$ cat src/rtl/aelf_pkg.sv
// Shared types, protocol codes and frame constants for the absolute encoder link block.
// No dependencies. Used by every module of the block.
package aelf_pkg;

    // Reply buffer sizing.
    localparam int MAX_REPLY_BYTES = 11;
    localparam int STORE_IDX_W     = $clog2(MAX_REPLY_BYTES);
    localparam int CNT_W           = $clog2(MAX_REPLY_BYTES + 1);
    localparam int LEN_W           = 4;
    localparam int BEATS_MAX       = 4;
    localparam int BEAT_CNT_W      = 3;
    localparam int BEAT_IDX_W      = 2;

    // Input command codes.
    localparam logic CMD_REQUEST = 1'b0;
    localparam logic CMD_RX_BYTE = 1'b1;

    // Result kinds.
    localparam logic KIND_TX    = 1'b0;
    localparam logic KIND_REPLY = 1'b1;

    // Data IDs.
    localparam logic [3:0] ID_ABS_POS     = 4'h0;
    localparam logic [3:0] ID_MULTI_TURN  = 4'h1;
    localparam logic [3:0] ID_ENC_ID      = 4'h2;
    localparam logic [3:0] ID_FULL        = 4'h3;
    localparam logic [3:0] ID_EE_WRITE    = 4'h6;
    localparam logic [3:0] ID_RESET_ALARM = 4'h7;
    localparam logic [3:0] ID_RESET_MULTI = 4'h8;
    localparam logic [3:0] ID_ABS_POS_ALT = 4'hC;
    localparam logic [3:0] ID_EE_READ     = 4'hD;

    // Control field bytes sent for each ID.
    localparam logic [7:0] OP_ABS_POS     = 8'h02;
    localparam logic [7:0] OP_MULTI_TURN  = 8'h8A;
    localparam logic [7:0] OP_ENC_ID      = 8'h92;
    localparam logic [7:0] OP_FULL        = 8'h1A;
    localparam logic [7:0] OP_EE_WRITE    = 8'h32;
    localparam logic [7:0] OP_RESET_ALARM = 8'hBA;
    localparam logic [7:0] OP_RESET_MULTI = 8'hC2;
    localparam logic [7:0] OP_ABS_POS_ALT = 8'h62;
    localparam logic [7:0] OP_EE_READ     = 8'hEA;

    // Reply lengths in bytes.
    localparam logic [LEN_W-1:0] LEN_NONE  = 4'd0;
    localparam logic [LEN_W-1:0] LEN_SHORT = 4'd4;
    localparam logic [LEN_W-1:0] LEN_STD   = 4'd6;
    localparam logic [LEN_W-1:0] LEN_FULL  = 4'd11;

    // Beats produced by one request.
    localparam logic [BEAT_CNT_W-1:0] BEATS_NONE     = 3'd0;
    localparam logic [BEAT_CNT_W-1:0] BEATS_SINGLE   = 3'd1;
    localparam logic [BEAT_CNT_W-1:0] BEATS_EE_READ  = 3'd3;
    localparam logic [BEAT_CNT_W-1:0] BEATS_EE_WRITE = 3'd4;

    typedef struct packed {
        logic       cmd;
        logic [3:0] request_id;
        logic [7:0] eeprom_address;
        logic [7:0] eeprom_data;
        logic [7:0] rx_byte;
    } item_t;

    typedef struct packed {
        logic [7:0]  control_field;
        logic [7:0]  status_field;
        logic [23:0] single_turn;
        logic [23:0] multi_turn;
        logic [7:0]  device_id;
        logic [7:0]  alarm_count;
        logic [7:0]  eeprom_address_rx;
        logic [7:0]  eeprom_data_rx;
        logic [7:0]  frame_crc;
    } report_t;

    // Everything one accepted item produces, before it is split into beats.
    typedef struct packed {
        logic                           kind;
        logic [BEAT_CNT_W-1:0]          count;
        logic [BEATS_MAX-1:0][7:0]      tx_bytes;
        report_t                        report;
    } bundle_t;

    // One result beat as it sits in the output register.
    typedef struct packed {
        logic       kind;
        logic [7:0] tx_byte;
        logic       last_tx;
        report_t    report;
    } beat_t;

endpackage

$ cat src/rtl/absolute_encoder_link_frames.sv
// Path: a beat accepted on s_ is registered in the input register, turned by the engine into a
// bundle in the bundle register, and its first result beat is then registered for m_.
// Throughput: one result beat per cycle while m_ready holds; a request gives 1, 3 or 4 beats
// (one per frame byte) and a completed reply one beat, split by bundle and output registers.
// Reset: aresetn is synchronous, active low; it clears the link state, the held reply fields
// and all valid flags. The reply byte buffer is not cleared and holds no meaning until written.
module absolute_encoder_link_frames
    import aelf_pkg::*;
(
    input  logic        aclk,
    input  logic        aresetn,

    input  logic        s_valid,
    output logic        s_ready,
    input  logic        s_cmd,
    input  logic [3:0]  s_request_id,
    input  logic [7:0]  s_eeprom_address,
    input  logic [7:0]  s_eeprom_data,
    input  logic [7:0]  s_rx_byte,

    output logic        m_valid,
    input  logic        m_ready,
    output logic        m_kind,
    output logic [7:0]  m_tx_byte,
    output logic        m_last_tx,
    output logic [7:0]  m_control_field,
    output logic [7:0]  m_status_field,
    output logic [23:0] m_single_turn,
    output logic [23:0] m_multi_turn,
    output logic [7:0]  m_device_id,
    output logic [7:0]  m_alarm_count,
    output logic [7:0]  m_eeprom_address_rx,
    output logic [7:0]  m_eeprom_data_rx,
    output logic [7:0]  m_frame_crc
);

    // Input register. An input beat waits here until the bundle register can take
    // everything it produces; a new beat is accepted in the same cycle the old one moves on.
    item_t   in_reg;
    logic    in_valid_reg, in_valid_next;
    logic    in_take;
    logic    bundle_free;
    bundle_t bundle;
    beat_t   beat;

    assign in_take = in_valid_reg && bundle_free;
    assign s_ready = !in_valid_reg || in_take;

    always_comb begin
        in_valid_next = in_valid_reg;
        if (s_valid && s_ready) begin
            in_valid_next = 1'b1;
        end else if (in_take) begin
            in_valid_next = 1'b0;
        end
    end

    always_ff @(posedge aclk) begin
        if (!aresetn) begin
            in_valid_reg <= 1'b0;
        end else begin
            in_valid_reg <= in_valid_next;
        end
    end

    always_ff @(posedge aclk) begin
        if (s_valid && s_ready) begin
            in_reg.cmd            <= s_cmd;
            in_reg.request_id     <= s_request_id;
            in_reg.eeprom_address <= s_eeprom_address;
            in_reg.eeprom_data    <= s_eeprom_data;
            in_reg.rx_byte        <= s_rx_byte;
        end
    end

    // The engine updates the link state for the taken beat and builds its result bundle:
    // the command frame bytes of a request, or the parsed report when a reply completes.
    // Beats that produce nothing (unknown IDs, stray or extra reply bytes) leave no bundle.
    aelf_frame_engine u_engine (
        .aclk    (aclk),
        .aresetn (aresetn),
        .take    (in_take),
        .item    (in_reg),
        .bundle  (bundle)
    );

    // The emitter walks the bundle one beat per cycle, while m_ready holds, into the output register.
    aelf_beat_emitter u_emitter (
        .aclk        (aclk),
        .aresetn     (aresetn),
        .bundle_load (in_take && (bundle.count != BEATS_NONE)),
        .bundle_in   (bundle),
        .bundle_free (bundle_free),
        .m_ready     (m_ready),
        .m_valid     (m_valid),
        .beat        (beat)
    );

    assign m_kind              = beat.kind;
    assign m_tx_byte           = beat.tx_byte;
    assign m_last_tx           = beat.last_tx;
    assign m_control_field     = beat.report.control_field;
    assign m_status_field      = beat.report.status_field;
    assign m_single_turn       = beat.report.single_turn;
    assign m_multi_turn        = beat.report.multi_turn;
    assign m_device_id         = beat.report.device_id;
    assign m_alarm_count       = beat.report.alarm_count;
    assign m_eeprom_address_rx = beat.report.eeprom_address_rx;
    assign m_eeprom_data_rx    = beat.report.eeprom_data_rx;
    assign m_frame_crc         = beat.report.frame_crc;

endmodule

$ cat src/rtl/aelf_frame_engine.sv
// Protocol engine: request decode, command frame build, reply capture and field parse.
// Depends on aelf_pkg. Holds the link state and the held reply fields.
module aelf_frame_engine
    import aelf_pkg::*;
(
    input  logic    aclk,
    input  logic    aresetn,
    input  logic    take,
    input  item_t   item,
    output bundle_t bundle
);

    logic [3:0]       active_id_reg, active_id_next;
    logic [LEN_W-1:0] expected_length_reg, expected_length_next;
    logic [CNT_W-1:0] byte_count_reg, byte_count_next;
    logic [7:0]       frame_store_reg [MAX_REPLY_BYTES];
    report_t          held_reg, held_next;

    logic             id_known;
    logic [7:0]       op;
    logic [LEN_W-1:0] len;
    logic             store_en;
    logic [CNT_W-1:0] count_inc;
    logic [7:0]       view [MAX_REPLY_BYTES];

    always_comb begin
        id_known = 1'b1;
        op       = '0;
        len      = LEN_NONE;
        unique case (item.request_id)
            ID_ABS_POS: begin
                op = OP_ABS_POS; len = LEN_STD;
            end
            ID_MULTI_TURN: begin
                op = OP_MULTI_TURN; len = LEN_STD;
            end
            ID_ENC_ID: begin
                op = OP_ENC_ID; len = LEN_SHORT;
            end
            ID_FULL: begin
                op = OP_FULL; len = LEN_FULL;
            end
            ID_EE_WRITE: begin
                op = OP_EE_WRITE; len = LEN_SHORT;
            end
            ID_RESET_ALARM: begin
                op = OP_RESET_ALARM; len = LEN_STD;
            end
            ID_RESET_MULTI: begin
                op = OP_RESET_MULTI; len = LEN_STD;
            end
            ID_ABS_POS_ALT: begin
                op = OP_ABS_POS_ALT; len = LEN_STD;
            end
            ID_EE_READ: begin
                op = OP_EE_READ; len = LEN_SHORT;
            end
            default: begin
                id_known = 1'b0;
            end
        endcase
    end

    assign store_en  = (item.cmd == CMD_RX_BYTE)
                     && (byte_count_reg < CNT_W'(expected_length_reg))
                     && (byte_count_reg < CNT_W'(MAX_REPLY_BYTES));
    assign count_inc = byte_count_reg + CNT_W'(1);

    // The frame as it stands once the incoming byte has been written.
    always_comb begin
        for (int i = 0; i < MAX_REPLY_BYTES; i++) begin
            view[i] = (byte_count_reg == CNT_W'(i)) ? item.rx_byte : frame_store_reg[i];
        end
    end

    always_comb begin
        active_id_next       = active_id_reg;
        expected_length_next = expected_length_reg;
        byte_count_next      = byte_count_reg;
        held_next            = held_reg;
        bundle               = '0;

        if (take) begin
            if (item.cmd == CMD_REQUEST) begin
                if (id_known) begin
                    active_id_next       = item.request_id;
                    expected_length_next = len;
                    byte_count_next      = '0;
                    bundle.kind          = KIND_TX;
                    bundle.tx_bytes[0]   = op;
                    bundle.tx_bytes[1]   = item.eeprom_address;
                    bundle.tx_bytes[2]   = (item.request_id == ID_EE_WRITE) ?
                                           item.eeprom_data : (op ^ item.eeprom_address);
                    bundle.tx_bytes[3]   = op ^ item.eeprom_address ^ item.eeprom_data;
                    if (item.request_id == ID_EE_WRITE) begin
                        bundle.count = BEATS_EE_WRITE;
                    end else if (item.request_id == ID_EE_READ) begin
                        bundle.count = BEATS_EE_READ;
                    end else begin
                        bundle.count = BEATS_SINGLE;
                    end
                end
            end else if (store_en) begin
                byte_count_next = count_inc;
                if (count_inc == CNT_W'(expected_length_reg)) begin
                    unique case (active_id_reg)
                        ID_ABS_POS, ID_ABS_POS_ALT: begin
                            held_next.control_field = view[0];
                            held_next.status_field  = view[1];
                            held_next.single_turn   = {view[4], view[3], view[2]};
                            held_next.frame_crc     = view[5];
                        end
                        ID_MULTI_TURN: begin
                            held_next.control_field = view[0];
                            held_next.status_field  = view[1];
                            held_next.multi_turn    = {view[4], view[3], view[2]};
                            held_next.frame_crc     = view[5];
                        end
                        ID_ENC_ID: begin
                            held_next.control_field = view[0];
                            held_next.status_field  = view[1];
                            held_next.device_id     = view[2];
                            held_next.frame_crc     = view[3];
                        end
                        ID_FULL: begin
                            held_next.control_field = view[0];
                            held_next.status_field  = view[1];
                            held_next.single_turn   = {view[4], view[3], view[2]};
                            held_next.device_id     = view[5];
                            held_next.multi_turn    = {view[8], view[7], view[6]};
                            held_next.alarm_count   = view[9];
                            held_next.frame_crc     = view[10];
                        end
                        ID_EE_READ: begin
                            held_next.control_field     = view[0];
                            held_next.eeprom_address_rx = view[1];
                            held_next.eeprom_data_rx    = view[2];
                            held_next.frame_crc         = view[3];
                        end
                        default: begin
                        end
                    endcase
                    bundle.kind   = KIND_REPLY;
                    bundle.count  = BEATS_SINGLE;
                    bundle.report = held_next;
                end
            end
        end
    end

    always_ff @(posedge aclk) begin
        if (!aresetn) begin
            active_id_reg       <= '0;
            expected_length_reg <= LEN_NONE;
            byte_count_reg      <= '0;
            held_reg            <= '0;
        end else begin
            active_id_reg       <= active_id_next;
            expected_length_reg <= expected_length_next;
            byte_count_reg      <= byte_count_next;
            held_reg            <= held_next;
        end
    end

    always_ff @(posedge aclk) begin
        if (take && store_en) begin
            frame_store_reg[byte_count_reg[STORE_IDX_W-1:0]] <= item.rx_byte;
        end
    end

`ifndef SYNTHESIS
    a_count_in_frame: assert property (@(posedge aclk) disable iff (!aresetn)
        byte_count_reg <= CNT_W'(expected_length_reg))
        else $error("reply byte count ran past the expected length");

    a_length_legal: assert property (@(posedge aclk) disable iff (!aresetn)
        expected_length_reg == LEN_NONE || expected_length_reg == LEN_SHORT ||
        expected_length_reg == LEN_STD || expected_length_reg == LEN_FULL)
        else $error("expected reply length is not a protocol length");

    a_full_length_id: assert property (@(posedge aclk) disable iff (!aresetn)
        expected_length_reg == LEN_FULL |-> active_id_reg == ID_FULL)
        else $error("full-length reply armed for an ID other than the full status ID");
`endif

endmodule

$ cat src/rtl/aelf_beat_emitter.sv
// Bundle register and output register: splits one item's results into result beats.
// Depends on aelf_pkg.
module aelf_beat_emitter
    import aelf_pkg::*;
(
    input  logic    aclk,
    input  logic    aresetn,
    input  logic    bundle_load,
    input  bundle_t bundle_in,
    output logic    bundle_free,
    input  logic    m_ready,
    output logic    m_valid,
    output beat_t   beat
);

    bundle_t               bnd_reg;
    logic                  bnd_valid_reg, bnd_valid_next;
    logic [BEAT_IDX_W-1:0] bnd_idx_reg, bnd_idx_next;
    beat_t                 out_reg, out_next;
    logic                  out_valid_reg, out_valid_next;

    logic                  load_beat;
    logic                  beat_last;
    logic [BEAT_CNT_W-1:0] last_idx;

    assign last_idx    = bnd_reg.count - BEAT_CNT_W'(1);
    assign beat_last   = ({1'b0, bnd_idx_reg} == last_idx);
    assign load_beat   = bnd_valid_reg && (!out_valid_reg || m_ready);
    assign bundle_free = !bnd_valid_reg || (load_beat && beat_last);

    always_comb begin
        bnd_valid_next = bnd_valid_reg;
        bnd_idx_next   = bnd_idx_reg;
        if (bundle_load) begin
            bnd_valid_next = 1'b1;
            bnd_idx_next   = '0;
        end else if (load_beat && beat_last) begin
            bnd_valid_next = 1'b0;
        end else if (load_beat) begin
            bnd_idx_next = bnd_idx_reg + BEAT_IDX_W'(1);
        end
    end

    always_comb begin
        out_valid_next = out_valid_reg;
        out_next       = out_reg;
        if (load_beat) begin
            out_valid_next = 1'b1;
            out_next.kind  = bnd_reg.kind;
            if (bnd_reg.kind == KIND_REPLY) begin
                out_next.tx_byte = '0;
                out_next.last_tx = 1'b0;
                out_next.report  = bnd_reg.report;
            end else begin
                out_next.tx_byte = bnd_reg.tx_bytes[bnd_idx_reg];
                out_next.last_tx = beat_last;
                out_next.report  = '0;
            end
        end else if (m_ready) begin
            out_valid_next = 1'b0;
        end
    end

    always_ff @(posedge aclk) begin
        if (!aresetn) begin
            bnd_valid_reg <= 1'b0;
            bnd_idx_reg   <= '0;
            out_valid_reg <= 1'b0;
        end else begin
            bnd_valid_reg <= bnd_valid_next;
            bnd_idx_reg   <= bnd_idx_next;
            out_valid_reg <= out_valid_next;
        end
    end

    always_ff @(posedge aclk) begin
        if (bundle_load) begin
            bnd_reg <= bundle_in;
        end
        out_reg <= out_next;
    end

    assign m_valid = out_valid_reg;
    assign beat    = out_reg;

`ifndef SYNTHESIS
    a_idx_in_bundle: assert property (@(posedge aclk) disable iff (!aresetn)
        bnd_valid_reg |-> (bnd_reg.count != BEATS_NONE) && ({1'b0, bnd_idx_reg} < bnd_reg.count))
        else $error("beat index outside the held bundle");

    a_reply_single: assert property (@(posedge aclk) disable iff (!aresetn)
        bnd_valid_reg && bnd_reg.kind == KIND_REPLY |-> bnd_reg.count == BEATS_SINGLE)
        else $error("reply bundle holds more than one beat");

    a_reply_beat_clean: assert property (@(posedge aclk) disable iff (!aresetn)
        out_valid_reg && out_reg.kind == KIND_REPLY |-> out_reg.tx_byte == 8'h00 && !out_reg.last_tx)
        else $error("reply beat carries transmit data");
`endif

endmodule
$ cat config.mk
export PLATFORM = sky130hd
export DESIGN_NAME = absolute_encoder_link_frames
export DESIGN_NICKNAME = d
export VERILOG_FILES = /design/src/rtl/aelf_pkg.sv /design/src/rtl/absolute_encoder_link_frames.sv /design/src/rtl/aelf_frame_engine.sv /design/src/rtl/aelf_beat_emitter.sv
export SDC_FILE = /design/constraint.sdc
export NUM_CORES = 1
export LEC_CHECK = 0
export BUFFER_PORTS_ARGS = -buffer_cell sky130_fd_sc_hd__buf_4
export CAP_MARGIN = 20
export CORE_AREA = 3 3 307 158
export DETAILED_ROUTE_END_ITERATION = 8
export DIE_AREA = 0 0 310 161
export GPL_TIMING_DRIVEN = 0
export PLACE_DENSITY = 0.59
export SKIP_LAST_GASP = 1
export SYNTH_ARGS = -nofsm -noshare
export SYNTH_HDL_FRONTEND = slang
export SYNTH_HIERARCHICAL = 1
export SYNTH_SLANG_ARGS = --single-unit
$ cat constraint.sdc
create_clock -name aclk -period 7.1 [get_ports aclk]
set_input_delay 1.42 -clock aclk [delete_from_list [all_inputs] [get_ports aclk]]
set_output_delay 1.42 -clock aclk [all_outputs]
set_load 0.05 [all_outputs]
# Yosys cells after proc, flatten, opt, wreduce, memory -nomap -nowiden
# Memory sizes are Yosys's and may differ from the RTL's.
# Index checks and enable logic that the tools add are counted.
word_totals:
  mem_count: 1
  wordCells: 171
  regBits: 404
  output_inout_bits: 116
  mem_bits_rw: 88
  inputBits: 33
op_classes:
  bitwise: 7
  addsub: 3
  n_reduce_logical: 36
  muxes: 47
  eq_ne: 26
  order_cmp: 3
mem_list:
  columns: ["memory", "words", "width", "rd", "rd_clocked_by_memory_dff", "wr", "line", "text"]
  rows:
  - ["u_engine.frame_store_reg", 11, 8, 11, 0, 1, "aelf_frame_engine.sv:16", "logic [7:0] frame_store_reg [MAX_REPLY_BYTES];"]
ops:
  columns: ["cell", "count"]
  rows:
  - ["2-to-1 mux 104 bit", 3]
  - ["2-to-1 mux 139 bit", 1]
  - ["2-to-1 mux 8 bit", 16]
  - ["one-hot mux 8 bit (9 select lines)", 1]
  - ["one-hot mux 24 bit (2 select lines)", 1]
  - ["2-to-1 mux 35 bit", 1]
  - ["equality test 4 bit (second input constant)", 8]
  - ["2-to-1 mux 32 bit", 1]
  - ["equality test 4 x 2 -> 1 bit (second input constant)", 6]
  - ["equality test 4 x 3 -> 1 bit (second input constant)", 6]
  - ["2-to-1 mux 24 bit", 1]
  - ["2-to-1 mux 4 bit", 6]
  - ["one-hot mux 8 bit (3 select lines)", 1]
  - ["binary-select mux 8 bit (select 2 bit)", 1]
  - ["2-to-1 mux 16 bit", 1]
  - ["one-hot mux 8 bit (2 select lines)", 1]
  - ["bitwise XOR 8 bit", 2]
  - ["equality test 4 x 1 -> 1 bit (second input constant)", 3]
  - ["zero test 4 bit", 3]
  - ["one-hot mux 4 bit (3 select lines)", 1]
  - ["OR reduction 3 bit", 4]
  - ["OR reduction 5 bit", 2]
  - ["2-to-1 mux 1 bit", 9]
  - ["OR reduction 9 bit", 1]
  - ["22 further kinds", 42]

# Depth between registers and ports, before layout
# Gate-level depths: netlist of run 1.
logic_depth:
  depth_word: 10
  mapped_depth: 18
  depth_no_buf: 15

# Modules after synthesis
# Netlist of run 1, hierarchy kept.
by_module_without_submodules:
  columns: ["mod", "area_each_um2", "instances", "seq_area_each_um2", "cells_each"]
  rows:
  - ["aelf_frame_engine", 10859.2, 1, 4944.7, 1132]
  - ["aelf_beat_emitter", 8808.4, 1, 7707.4, 416]
  - ["absolute_encoder_link_frames", 940.9, 1, 890.9, 36]

# Worst setup path before layout of run 1
# No wires, ideal clock.
synth_path:
  path_kind: "input port to flip-flop"
  from: "input m_ready"
  to: "register u_emitter.bnd_idx_reg[0]"
  required_ps: 6985
  slack_ps: 1881
  arrival_ps: 5104
  path_buffers: 4
  stages: 15
  setup_ps: 115
  cell_sequence: "nor2b_1 > o21ai_2 > and2_4 > and4b_1 > buf_6 > and3_4 > buf_6 > nand2_2 > buf_2 > buf_2 > nand2_1 > o31a_2 > inv_1 > nand2_1 > nor2_1"
synth_rtl:
  columns: ["item", "line", "text"]
  rows:
  - ["from (decl)", "absolute_encoder_link_frames.sv:22", "input logic m_ready,"]
  - ["to (signal assigned)", "aelf_beat_emitter.sv:71", "bnd_idx_reg <= bnd_idx_next;"]
  - ["to (decl)", "aelf_beat_emitter.sv:18", "logic [BEAT_IDX_W-1:0] bnd_idx_reg, bnd_idx_next;"]

==> impl_metrics.ini, run 1 <==
[global_routing]
track_usage_pct = 23.52
grt_overflow = 0
grt_antenna_before_repair = 0
grt_pass1_wl_mm = 87.26
grt_max_degree = 72
grt_pass1_vias = 13510

[placement]
place_area_um2 = 22630
gp_congestion = 0.9641
dp_hpwl_mm = 42.23
io_buffers = 148

[worst_setup_path]
reg2reg_to = u_emitter/bnd_reg[30]
worst-path-buf-inv = 6
slowest_stage = or3_1
reg2reg_depth = 16
r2r_slack_ps = 2900
critPathTopFamily = simple AND/OR/NAND/NOR gates
worstReg2RegStart = u_emitter/bnd_reg[136]
critPathArrivalTime_ps = 4430
max_stage_delay_ps = 430
startpoint_type = flop
worst-setup-path-type = flop to flop
crit_fanout = 71
cp.required_ps = 7330
crit_chain = inv_1, ha_1, xnor2_1, or3_1, o21ai_2, and2_4, and4b_1, buf_6, and3_4, buf_6, nand2_2, buf_2, buf_2, nand2_1, o31a_4, buf_16
crit_path_end_kind = flop

[timing]
skew_ps = 29.49
fin_crit_ps = 4203
max_freq_ghz = 0.2379
worst_slew_pin_slew_ps = 1271
rsz0062_at_grt = no
hold_violations = 0
setup_tns_ps = 0
fin_crit_sh_pct = 59.19
worst_slew_margin_rel_pct = 12.83
drv_slew = 0
setup_viol = 0

[hold_path]
min_to = u_engine/held_reg[65]
hp-class = flop to flop
hp-start = u_engine/held_reg[65]
hold_path_depth = 2

[die]
die_y_um = 161
dieWidth_um = 310
ioPinCount = 149
rows = 56
initial_utilization_pct = 44.56
fp.coreArea_um2 = 46240
dieArea_um2 = 49910

[logic_synthesis]
synth_enable_flop_cells = 371
avgSynthCellArea_um2 = 13.01
ys_warn_count = 6
synth-seq-cells = 491
syn_inst = 1584
synth-seq-area-share_pct = 65.72
yosys-top-cells-area = edfxtp_1 54%, dfxtp_1 12%, mux2i_1 6.3%
netlist_area_um2 = 20610
synth_flop_cell = edfxtp_1
synth_cell_types = 63
synth.top_cell.area_share_pct = 54.06
synth-async-reset-ratio_pct = 0
yosysTopAreaCell = edfxtp_1

[routing]
ant_nets = 0
first_iter_violations = 1570
drt_wl_total_mm = 59.21
dr_total_vias = 14050
vias_per_cell = 5.770
drt-wirelength-per-cell_um = 24.32
drc = 0
dr.pass1.iters = 5

[power]
ir_drop_v = 0.0001737
power_density_nw_per_um2 = 242.4
p_leak_nw = 8.866

[cts]
cts_tree = done
ctsResizeCount = 0
htree_levels = 2
worstSkewPairLatency_ps = 580
clk_root_buffer_cell = clkbuf_16
cts_setup_buffers = 0
cts_buffer_depth = 3
clk_pin_slew_ps = 60
cts_buffers = 45
cts_hold_buf = 0
clkSinkCount = 491

[final_layout]
area_delta_synth_final_pct = 17.29
regArea_um2 = 13540
stdcell_area_um2 = 24170
num_antenna_cells = 0
nFillCells = 4003
largest_register_ff_count = 140
multiInputGateArea_um2 = 6354
fin_nets = 1832
fin_util_pct = 52.27
drive_gt1_share_pct = 18.13

[flow_run]
drv_cap = 0

[outcome]
status = finished clean
-- area by class of cell --
class	count	share of cell area, %
sequential	491	56.03
buffer	126	2.459
multi-input combinational	933	26.29
clock buffer	57	5.099
inverter	35	0.5435
timing repair buffer	158	5.239
tap	609	3.152
clock inverter	26	1.191
-- synthesized netlist by cell type (3+ instances only) --
| cell type | instances |
|---|---|
| nor3b_1 | 4 |
| edfxtp_1 | 371 |
| mux4_2 | 8 |
| buf_6 | 5 |
| nand4_1 | 19 |
| dfxtp_1 | 120 |
| a21oi_1 | 60 |
| a211oi_2 | 12 |
| and2_1 | 121 |
| and3_1 | 5 |
| o21ai_1 | 3 |
| xnor2_1 | 14 |
| nor2b_1 | 14 |
| o22ai_1 | 15 |
| mux2_2 | 9 |
| nand2_1 | 94 |
| inv_1 | 33 |
| xor2_1 | 9 |
| a221oi_1 | 22 |
| buf_1 | 8 |
| o21a_1 | 4 |
| a211oi_1 | 109 |
| a22oi_1 | 3 |
| nand3_1 | 17 |
| buf_4 | 9 |
| nor2_1 | 112 |
| mux2i_1 | 130 |
| clkbuf_1 | 64 |
| o21ai_0 | 38 |
| a31oi_1 | 34 |
| nand3b_1 | 9 |
| buf_2 | 39 |
| nor3_1 | 7 |
| ha_1 | 9 |
| nand2b_1 | 20 |
-- metal layers --
metal	wire length (µm)	vias up	part of all wire (%)	GRT usage (%)
met5	0	-	0	0
met4	718	0	1.2	3.798
met3	7049	78	12	7.666
met2	23150	720	39	31.00
met1	28290	6962	48	37.72
li1	-	6290	-	-
-- placed cells by master, fill, tap and decap left out, types with 7 or more instances in the layout --
cell and count:
a21oi_1 60, nand3_1 17, nand2_1 94, clkinv_2 8, ha_1 9, a31oi_1 34, nor2_1 112, and2_1 120
nor3_1 7, a211oi_1 109, nand3b_1 9, buf_2 39, inv_1 33, buf_1 8, a211oi_2 12, o22ai_1 15
xor2_1 9, clkbuf_1 71, mux2i_1 130, clkinvlp_4 7, nand2b_1 20, mux2_2 9, xnor2_1 14, o21ai_0 38
dfxtp_1 120, nor2b_1 14, a221oi_1 22, nand4_1 19, clkbuf_16 46, buf_4 163, edfxtp_1 371, mux4_2 8
-- worst min-delay path: cells and delay by family, from the launching register on --
| kind | cells | cell delay, ps |
|---|---|---|
| multiplexers | 1 | 50 |
| AND/OR/NAND/NOR | 1 | 50 |
| flip-flops | 1 | 310 |
-- worst max-delay path by stage --
| stage | end | startpoint | depth (start not counted) |
|---|---|---|---|
| 3_5_place_dp | u_emitter/bnd_reg[18] | m_ready | 14 |
| 4_1_cts | u_emitter/bnd_reg[30] | u_emitter/bnd_reg[136] | 16 |
| 3_3_place_gp | u_emitter/bnd_idx_reg[1] | m_ready | 16 |
| 2_1_floorplan | u_emitter/bnd_idx_reg[0] | m_ready | 15 |
| 6_report | u_emitter/bnd_reg[30] | u_emitter/bnd_reg[136] | 16 |
| 5_1_grt | u_emitter/bnd_reg[89] | u_emitter/bnd_reg[136] | 14 |
-- per-stage QoR --
step                      setup WS, ps  power [W]  hold slack [ps]  instances
after floorplan                   1881   0.003286            435.1       1585
final                             2897   0.005859            462.0       2435
after CTS                         2918   0.005898            458.8       2432
after global placement           551.2   0.003378            442.1       2342
after global routing              2617   0.006044            473.9       2435
after detailed placement          2394   0.003383            447.3       2349
-- cell families (layout without fill, tap and decap cells) --
| kind of cell | after synthesis | after routing | share of synthesized area (%) |
|---|---|---|---|
| buf+inv | 161 | 402 | 3.521 |
| other cells | 1 | 2 | 0.01820 |
| simple gates | 438 | 438 | 10.98 |
| compound gates | 312 | 312 | 10.37 |
| flops | 491 | 491 | 65.72 |
| xor+xnor | 25 | 25 | 1.172 |
| fa+ha+maj | 9 | 9 | 0.5464 |
| mux | 147 | 147 | 7.680 |
-- where the power goes --
group          internal [W]  total (W)  leakage [nW]  switching (W)
Combinational     0.0000615   0.000216          3.49       0.000155
Sequential          0.00308    0.00311          4.65      0.0000274
Clock               0.00142    0.00253         0.727        0.00111
Total               0.00457    0.00586          8.87        0.00129
Note: power is estimated with default switching activity, not from simulation.
==> run 2, diff against run 1 <==
==> constraint.sdc (replaced) <==
create_clock -name aclk -period 4 [get_ports aclk]
set_input_delay 0.8 -clock aclk [delete_from_list [all_inputs] [get_ports aclk]]
set_output_delay 0.8 -clock aclk [all_outputs]
set_load 0.05 [all_outputs]
==> run 2 against run 1 <==
Against the previous run: clock skew shrank 19 ps; combinational power grew 77%; flip-flop and latch count is the same; global-route usage shrank 0.31 points; utilization shrank 0.065 points; hold slack lost 47 ps; register-to-register slack lost 2800 ps; maximum frequency grew 8.7%; non-clock buffer count grew 6; wire length shrank 0.49%; critical path type unchanged; highest routed layer unchanged.
==> impl_metrics.ini, run 2 (synthesis results as in run 1) <==
[outcome]
status = finished clean

[worst_setup_path]
crit_path_end_kind = flop
startpoint_type = flop
crit_fanout = 34
crit_chain = inv_1, ha_1, xnor2_1, or3_4, o21ai_2, and2_4, and4b_1, buf_6, and3_4, buf_6, nand2_4, buf_6, buf_4, nand2_1, o31a_4, clkbuf_16
cp.required_ps = 4250
worst-setup-path-type = flop to flop
critical_path.most_common_cell = buf_6
critPathArrivalTime_ps = 4110
slowest_stage = edfxtp_1
max_stage_delay_ps = 400

[cts]
htree_levels = 2
cts_buffers = 44
clk_root_buffer_cell = clkbuf_16
clkSinkCount = 491
cts_buffer_depth = 3
ctsResizeCount = 0
clk_pin_slew_ps = 70
worstSkewPairLatency_ps = 560
cts_tree = done

[final_layout]
final_common_cell = edfxtp_1
largest_register_ff_count = 140
fin_nets = 1837
fin_util_pct = 52.20
drive_gt1_share_pct = 17.72
area_delta_synth_final_pct = 17.14
stdcell_area_um2 = 24140
nFillCells = 3932
final_cell_mix = 371 x edfxtp_1, 169 x buf_4, 130 x mux2i_1

[timing]
fin_crit_ps = 3867
max_freq_ghz = 0.2586
setup_viol = 0
setup_tns_ps = 0
rsz0062_at_grt = yes
skew_ps = 10.64
drv_slew = 0
worst_slew_margin_rel_pct = 21.38
hold_violations = 0
fin_crit_sh_pct = 96.67
holdWs_ps = 415.3
worst_slew_pin_slew_ps = 1146

[power]
ir_drop_v = 0.0002843
total_power_w = 0.01014
p_leak_nw = 8.873
power_density_nw_per_um2 = 420.0

[routing]
dr_total_vias = 13960
drt-wirelength-per-cell_um = 24.17
vias_per_cell = 5.727
drc = 0
ant_nets = 0
drt_wl_total_mm = 58.92
first_iter_violations = 1639
dr.pass1.iters = 7

[flow_run]
drv_cap = 0

[hold_path]
hp-class = primary input to flop

[die]
fp.coreArea_um2 = 46240
initial_utilization_pct = 44.56
dieWidth_um = 310
die_y_um = 161
dieArea_um2 = 49910
ioPinCount = 149
rows = 56

[global_routing]
grt_pass1_wl_mm = 85.68
track_usage_pct = 23.20
grt_overflow = 0
grt_pass1_vias = 13430
grt_antenna_before_repair = 0
grt_max_degree = 69

[placement]
io_buffers = 148
gp_congestion = 1.008
dp_hpwl_mm = 42.11
place_area_um2 = 22630
==> run 2: final timing paths <==
check	from	end	slack [ps]	cells after the start
max	u_emitter/bnd_reg[136]	u_emitter/bnd_reg[132]	130	16
min	s_eeprom_data[2]	in_reg[10]	420	1
max reg2reg	u_emitter/bnd_reg[136]	u_emitter/bnd_reg[132]	130	16
min reg2reg	u_engine/held_reg[17]	u_engine/held_reg[17]	460	2
==> run 2: routing by layer <==
metal | routed length, µm | GRT usage, % | vias up | share of wire, %
li1 | - | - | 6281 | -
met1 | 27480 | 35.79 | 6904 | 47
met2 | 23220 | 31.20 | 711 | 39
met3 | 7505 | 8.924 | 66 | 13
met4 | 705 | 3.777 | 0 | 1.2
met5 | 0 | 0 | - | 0
==> run 2: worst max-delay path, delay by kind of cell (launching register included) <==
family / cells / cell delay [ps]
DFF: 1 / 400
AOI/OAI and AO/OA: 2 / 510
buffers and inverters: 6 / 1030
and+or+nand+nor: 6 / 1180
adders and majority gates: 1 / 230
xor gates and xnor gates: 1 / 170
==> run 2: repair_timing <==
| action | 4_1_cts | 5_1_grt |
|---|---|---|
| gates cloned | 0 | 2 |
| setup buffers | 0 | 4 |
| pin swaps | 0 | 1 |
| endpoints found under the setup margin | 137 | 136 |
| hold buffers | 0 | 0 |
==> run 2: area by class of cell <==
cell class	count	area (µm²)	share of cell area, %
clock inverters	23	230.2	0.9537
diodes	1	2.502	0.01037
plain buffers	125	599.3	2.483
flip-flops and latches	491	13540	56.10
multi-input cells	933	6364	26.36
inverters	35	131.4	0.5442
repair buffers	165	1341	5.556
clock buffers	56	1167	4.836
well taps	609	762.0	3.156
==> run 2: where the power goes <==
part,switching (W),total (W),internal [W]
combinational,0.000274,0.000383,0.000110
sequential,0.0000471,0.00552,0.00547
clock,0.00185,0.00423,0.00238
==> run 2: per-stage QoR <==
stage	worst slack (ps)	cells
floorplan	10.39	1585
global placement	-968.1	2342
detailed placement	-126.0	2349
CTS	79.02	2427
global route	-26.00	2437
finish	133.3	2438
